## config.mk

```make
export PLATFORM = sky130hd
export DESIGN_NAME = bgp_out_queue
export DESIGN_NICKNAME = d
export VERILOG_FILES = /design/src/rtl/bgp_pkg.sv /design/src/rtl/bgp_out_queue.sv
export SDC_FILE = /design/constraint.sdc
export NUM_CORES = 1
export LEC_CHECK = 0
export ABC_AREA = 1
export BUFFER_PORTS_ARGS = -buffer_cell sky130_fd_sc_hd__clkbuf_2
export CAP_MARGIN = 20
export CORE_MARGIN = 5
export CORE_UTILIZATION = 55
export DETAILED_ROUTE_END_ITERATION = 6
export GPL_TIMING_DRIVEN = 0
export PLACE_DENSITY = 0.83
export SLEW_MARGIN = 0
export SYNTH_ARGS = -nofsm -noshare
export SYNTH_HDL_FRONTEND = slang
export SYNTH_SLANG_ARGS = --single-unit
```

## constraint.sdc

```tcl
create_clock -name clk_i -period 6.99 [get_ports clk_i]
set_clock_uncertainty 0.2 [all_clocks]
set_input_delay 0.3495 -clock clk_i [delete_from_list [all_inputs] [get_ports clk_i]]
set_output_delay 0.3495 -clock clk_i [all_outputs]
set_load 0.005 [all_outputs]
```

## src/rtl/bgp_pkg.sv

```systemverilog
// Shared types and constants of the genotype base-3 packer.
// Used by the accumulator store, the result queue and the top level; no dependencies.
package bgp_pkg;

  // lanes per genotype byte and code width
  localparam int unsigned LANES      = 4;
  localparam int unsigned CODE_W     = 2;
  localparam int unsigned VAL_W      = 2;

  // accumulator and running sum widths
  localparam int unsigned ACC_W      = 13;
  localparam int unsigned SUM_W      = 14;
  localparam int unsigned SQ_W       = 15;
  localparam int unsigned PHENO_MAX  = 2;

  // configuration port
  localparam int unsigned NUM_IND_W  = 13;
  localparam int unsigned SEG_LEN_W  = 4;
  localparam int unsigned CFG_DATA_W = 13;
  localparam int unsigned CFG_IDX_W  = 1;

  // stream words
  localparam int unsigned IN_TDATA_W  = 16;
  localparam int unsigned RES_BITS    = LANES * ACC_W + LANES + 2 * SUM_W + 2 * SQ_W;
  localparam int unsigned OUT_TDATA_W = ((RES_BITS + 7) / 8) * 8;
  localparam int unsigned OUT_PAD_W   = OUT_TDATA_W - RES_BITS;

  // result queue
  localparam int unsigned OQ_DEPTH   = 3;
  localparam int unsigned OQ_PTR_W   = 2;
  localparam int unsigned OQ_CNT_W   = 2;

  // reset values of the registers
  localparam logic [NUM_IND_W-1:0] NUM_IND_RESET = NUM_IND_W'(4096);
  localparam logic [SEG_LEN_W-1:0] SEG_LEN_RESET = SEG_LEN_W'(5);

  // genotype codes
  localparam logic [CODE_W-1:0] CODE_MISSING = 2'd1;

  // saturation limits
  localparam logic [SUM_W-1:0] SUM_MAX = {SUM_W{1'b1}};
  localparam logic [SQ_W-1:0]  SQ_MAX  = {SQ_W{1'b1}};

  typedef enum logic [CFG_IDX_W-1:0] {
    REG_NUM_INDIVIDUALS = 1'b0,
    REG_SEGMENT_LEN     = 1'b1
  } cfg_idx_e;

  typedef logic [ACC_W-1:0] acc_t;

  typedef struct packed {
    logic [SQ_W-1:0]        square_sum_second;
    logic [SQ_W-1:0]        square_sum_first;
    logic [SUM_W-1:0]       sum_second;
    logic [SUM_W-1:0]       sum_first;
    logic                   row_end;
    logic [LANES-1:0]       missing_flags;
    acc_t [LANES-1:0]       packed_slot;
  } result_t;

endpackage

```

## src/rtl/bgp_out_queue.sv

```systemverilog
// Small result queue between the update stage and the output stream.
// Holds up to OQ_DEPTH result words. Uses bgp_pkg.
module bgp_out_queue (
  input  logic                              clk_i,
  input  logic                              rst_ni,
  input  logic                              push_i,
  input  bgp_pkg::result_t                  push_data_i,
  output logic                              valid_o,
  input  logic                              ready_i,
  output bgp_pkg::result_t                  data_o,
  output logic [bgp_pkg::OQ_CNT_W-1:0]      count_o
);
  import bgp_pkg::*;

  result_t              entry_q [OQ_DEPTH];
  logic [OQ_PTR_W-1:0]  wr_ptr_q, wr_ptr_d;
  logic [OQ_PTR_W-1:0]  rd_ptr_q, rd_ptr_d;
  logic [OQ_CNT_W-1:0]  count_q, count_d;
  logic                 pop;

  assign valid_o = (count_q != '0);
  assign pop     = valid_o && ready_i;
  assign data_o  = entry_q[rd_ptr_q];
  assign count_o = count_q;

  // pointer and fill count update
  always_comb begin
    wr_ptr_d = wr_ptr_q;
    rd_ptr_d = rd_ptr_q;
    count_d  = count_q;
    if (push_i) begin
      wr_ptr_d = (wr_ptr_q == OQ_PTR_W'(OQ_DEPTH - 1)) ? '0 : wr_ptr_q + 1'b1;
    end
    if (pop) begin
      rd_ptr_d = (rd_ptr_q == OQ_PTR_W'(OQ_DEPTH - 1)) ? '0 : rd_ptr_q + 1'b1;
    end
    if (push_i && !pop) begin
      count_d = count_q + 1'b1;
    end else if (pop && !push_i) begin
      count_d = count_q - 1'b1;
    end
  end

  always_ff @(posedge clk_i or negedge rst_ni) begin
    if (!rst_ni) begin
      wr_ptr_q <= '0;
      rd_ptr_q <= '0;
      count_q  <= '0;
    end else begin
      wr_ptr_q <= wr_ptr_d;
      rd_ptr_q <= rd_ptr_d;
      count_q  <= count_d;
    end
  end

  // entry storage
  always_ff @(posedge clk_i) begin
    if (push_i) begin
      entry_q[wr_ptr_q] <= push_data_i;
    end
  end

endmodule

```

* Word-level counts from Yosys, hierarchy flattened
Memories as Yosys holds them, arrays and structs flattened.
Index checks and enable logic that the tools add are counted.
** Storage, ports and cells
- Register bits after elaboration :: 6
- Latch bits :: 0
- Bits in writable memories :: 345
- Bits in read-only memories :: 0
- Input port bits :: 119
- Output and inout port bits :: 118
- Word-level logic and storage cells :: 23
- Memories :: 1
** Cells by class
- $add $sub $neg :: 4
- $mul :: 0
- Div/mod/pow operators :: 0
- Magnitude comparators :: 0
- Equal/unequal tests :: 2
- Shifts and indexed selects :: 0
- Mux-type cells :: 6
- Bitwise operators :: 0
- Reductions and logical operators :: 7
** Memory list
- entry_q :: depth 3, width 115, rd ports 1, clocked after memory_dff 0, write ports 1, RTL line bgp_out_queue.sv:15 : result_t entry_q [OQ_DEPTH];
** Operators with widths (count)
- two-way mux 2 bit :: 4
- adder 2 x 1 -> 2 bit (second input constant) :: 3
- == test 2 bit (second input constant) :: 2
- nonzero test 2 bit :: 2
- logical AND 1 bit :: 3
- logical NOT 1 bit :: 2
- two-way mux 1 bit :: 2
- subtractor 2 x 1 -> 2 bit (second input constant) :: 1

* Depth between registers and ports, before layout
- Word-level depth :: 5
- Depth in mapped cells :: 9

* Worst setup path after synthesis
Ideal clock, no wire load.
- Kind :: reg-to-reg
- Start point :: register wr_ptr_q[0]
- End point :: memory entry_q[2][0] in the netlist's numbering, enable pin
- Arrival :: 5.308 ns
- Data required time :: 6.197 ns
- Path slack :: 0.889 ns
- Stages on the path, launching flop included :: 4
- Buffers on the path :: 0
- Clock period less this slack :: 6.101 ns
- Cells stage by stage :: dfrtp_1 inv_1 nand2_1 nor2_1
** RTL lines
- start, declared :: RTL line bgp_out_queue.sv:16 : logic [OQ_PTR_W-1:0] wr_ptr_q, wr_ptr_d;
- start signal, assigned :: RTL line bgp_out_queue.sv:50 : wr_ptr_q <= wr_ptr_d;
- end, declared :: RTL line bgp_out_queue.sv:15
Straight into the memory's write port.

==> results.ini <==
[run_status]
status=finished, final reports clean

[detailed_routing]
postRouteAntennaNets=0
routedWlPerCell_um=18.9
via_count=8425
first_pass_iters=5
drc_errors=0
avgViaCountPerCell=5.30
routed_wl_mm=30.1
drt_iter0_drc=808

[timing]
maxSlewHeadroom=0.536
setup_ws_ns=4.17
hold_viol=0
hold_slack_ns=0.0344
fin_crit_sh=0.403
tightest_slew_ns=0.696
fin_tns_setup_ns=0
drv_slew=0
finalSetupViolCount=0
fmax_mhz=355
finalCriticalPeriod_ns=2.82
rsz0062_at_grt=false

[grt]
track_usage=0.226
grt_max_degree=88
grt_overflow=0
antenna_found_initial=2
grt_pass1_wl_mm=46.3
grt_pass1_vias=8660

[pwr]
power.switching_mw=2.21
pwr-share-comb=0.327
pwr-share-clk=0.254
pwr-share-seq=0.419
swShare=0.333
total_power_mw=6.64
internal_power_mw=4.43
peakVddDrop_v=0.000290
p_leak_nw=6.53
powerDensity_nw_per_um2=399

[clock_network]
postCtsSetupBuffers=0
clockRootBuffer=clkbuf_16
cts_sinks=351
cts_made_buffers=35
clockBufferDepth=3
htreeDepth=2
clk_pin_slew_ns=0.06
clock_latency_ns=0.49
cts_tree=yes

[synth]
ys_top_cells_by_count=nand2_1, edfxtp_1, nand3_1
synthCells=881
synth-main-ff-cell=edfxtp_1
yosysMostFrequentCell=nand2_1
syn_area_um2=12700
synth_seq_cells=351
synth.area.top_cells=edfxtp_1, nand2_1, nand3_1
yosys.area.top_type=edfxtp_1
synth_top_area_share=0.814
synth-edff-count=345
ys_types=16
syn_nets=1001
synth.yosys.seq_area_share=0.826
avgSynthCellArea_um2=14.4
async_flop_share=0.0171
yosysWarningCount=0

[final_layout]
final_nets=1398
multiInputGateArea_um2=2010
stdcell_area_um2=16600
syn2layout_area_growth_pct=30.8
drive_gt1_frac=0.243
instances_no_fill=1589
fillers=1300
final_core_util=0.733
seq_area_um2=10500

[worst_setup_path]
worstRegToRegCells=4
rr_endpoint=entry_q[1][65]$_DFFE_PP_
required_ns=6.44
endpoint_kind=output port
crit_path_max_fanout=10
reg2reg_from=wr_ptr_q[1]$_DFFE_PN0P_
cp-startpoint=rd_ptr_q[1]$_DFFE_PN0P_
critPathArrivalTime_ns=2.27
rrSetupSlack_ns=4.81
cp-start-kind=register
worstSetupPathType=reg -> out

[die]
dieArea_um2=26300
rows=55
die_w_um=162
core_area_um2=22700
ios=237
fp.dieH_um=162
initial_core_util=0.560

[worst_hold_path]
hp-class=in -> async

[placed_design]
hpwl_mm=17.3
port_buffers=236
routabilityCongestion=0.761
place_area_um2=14400
dp_slack_ns=4.70
dp.cells=1408

[flow_run]
drv_cap=0

-- kinds of logic (layout without fill, tap and decap cells) --
| family | Yosys count | in the layout | synth area share |
|---|---|---|---|
| AO/OA/AOI/OAI | 2 | 2 | 0.000787 |
| XOR/XNOR | 1 | 1 | 0.000688 |
| adder cells (fa/ha/maj) | 1 | 1 | 0.000983 |
| buffers and inverters | 46 | 467 | 0.0168 |
| flip-flops | 351 | 351 | 0.826 |
| other | 0 | 2 | 0 |
| AND/OR/NAND/NOR | 480 | 480 | 0.155 |
-- area by class of cell --
cell class | count | area share
clock inverters | 17 | 0.00474
inverters | 9 | 0.00263
diodes | 2 | 0.000301
well taps | 285 | 0.0214
multi-input cells | 484 | 0.121
clock buffers | 44 | 0.0572
flip-flops and latches | 351 | 0.632
plain buffers | 37 | 0.0108
repair buffers | 360 | 0.151
-- layout by cell type, fill, tap and decap left out, drive strengths merged, types with 3 or more instances in the layout --
cell type	Yosys	final
clkbuf	9	289
edfxtp	345	345
dlygate4sd3	0	118
buf	28	34
nand3	120	120
dfrtp	6	6
nand2	356	356
clkinv	0	15
nor2	3	3
inv	9	10
-- state kept, by name (all words and copies together) (netlist names) --
register	count
wr_ptr_q	2
rd_ptr_q	2
entry_q	345
count_o	2
-- timing repair --
| action | in CTS | in global routing |
|---|---|---|
| endpoints found under the hold margin | 355 | 0 |
| resized for setup | 0 | 0 |
| hold buffers | 118 | 0 |
-- worst max-delay path, stage by stage, from the launching register on --
cell      delay (ns)
dfrtp_1         0.35
buf_4           0.20
nor2_4          0.32
buf_4           0.26
buf_2           0.25
nand2_1         0.10
nand3_1         0.14
clkbuf_2        0.14
-- how the worst max path moves through the flow --
stage                                to  slack, ns  cells past startpoint
5_1_grt                     data_o[103]       4.03                      7
3_5_place_dp                 data_o[71]       4.70                      7
4_1_cts                      data_o[71]       4.16                      7
2_1_floorplan   entry_q[2][0]$_DFFE_PP_       0.89                      3
3_3_place_gp   entry_q[2][66]$_DFFE_PP_      -2.22                      3
6_report                     data_o[79]       4.17                      7
-- routing by layer --
metal  wire length (µm)  GRT usage  vias up
met5                  0    0.00758        -
met4                706     0.0650        0
met3               2730     0.0657       58
met2              15300      0.390      395
met1              11300      0.279     4060
li1                   -          -     3912
-- power by group through the flow --
stage	clock [mW]	sequential (mW)	combinational [mW]
global placement	0	2.88	2.01
detailed placement	0	2.82	2.10
CTS	1.69	2.77	2.17
global route	1.81	2.80	2.40
floorplan	0	2.84	1.06
finish	1.69	2.78	2.17
(Power assumes the default switching activity.)
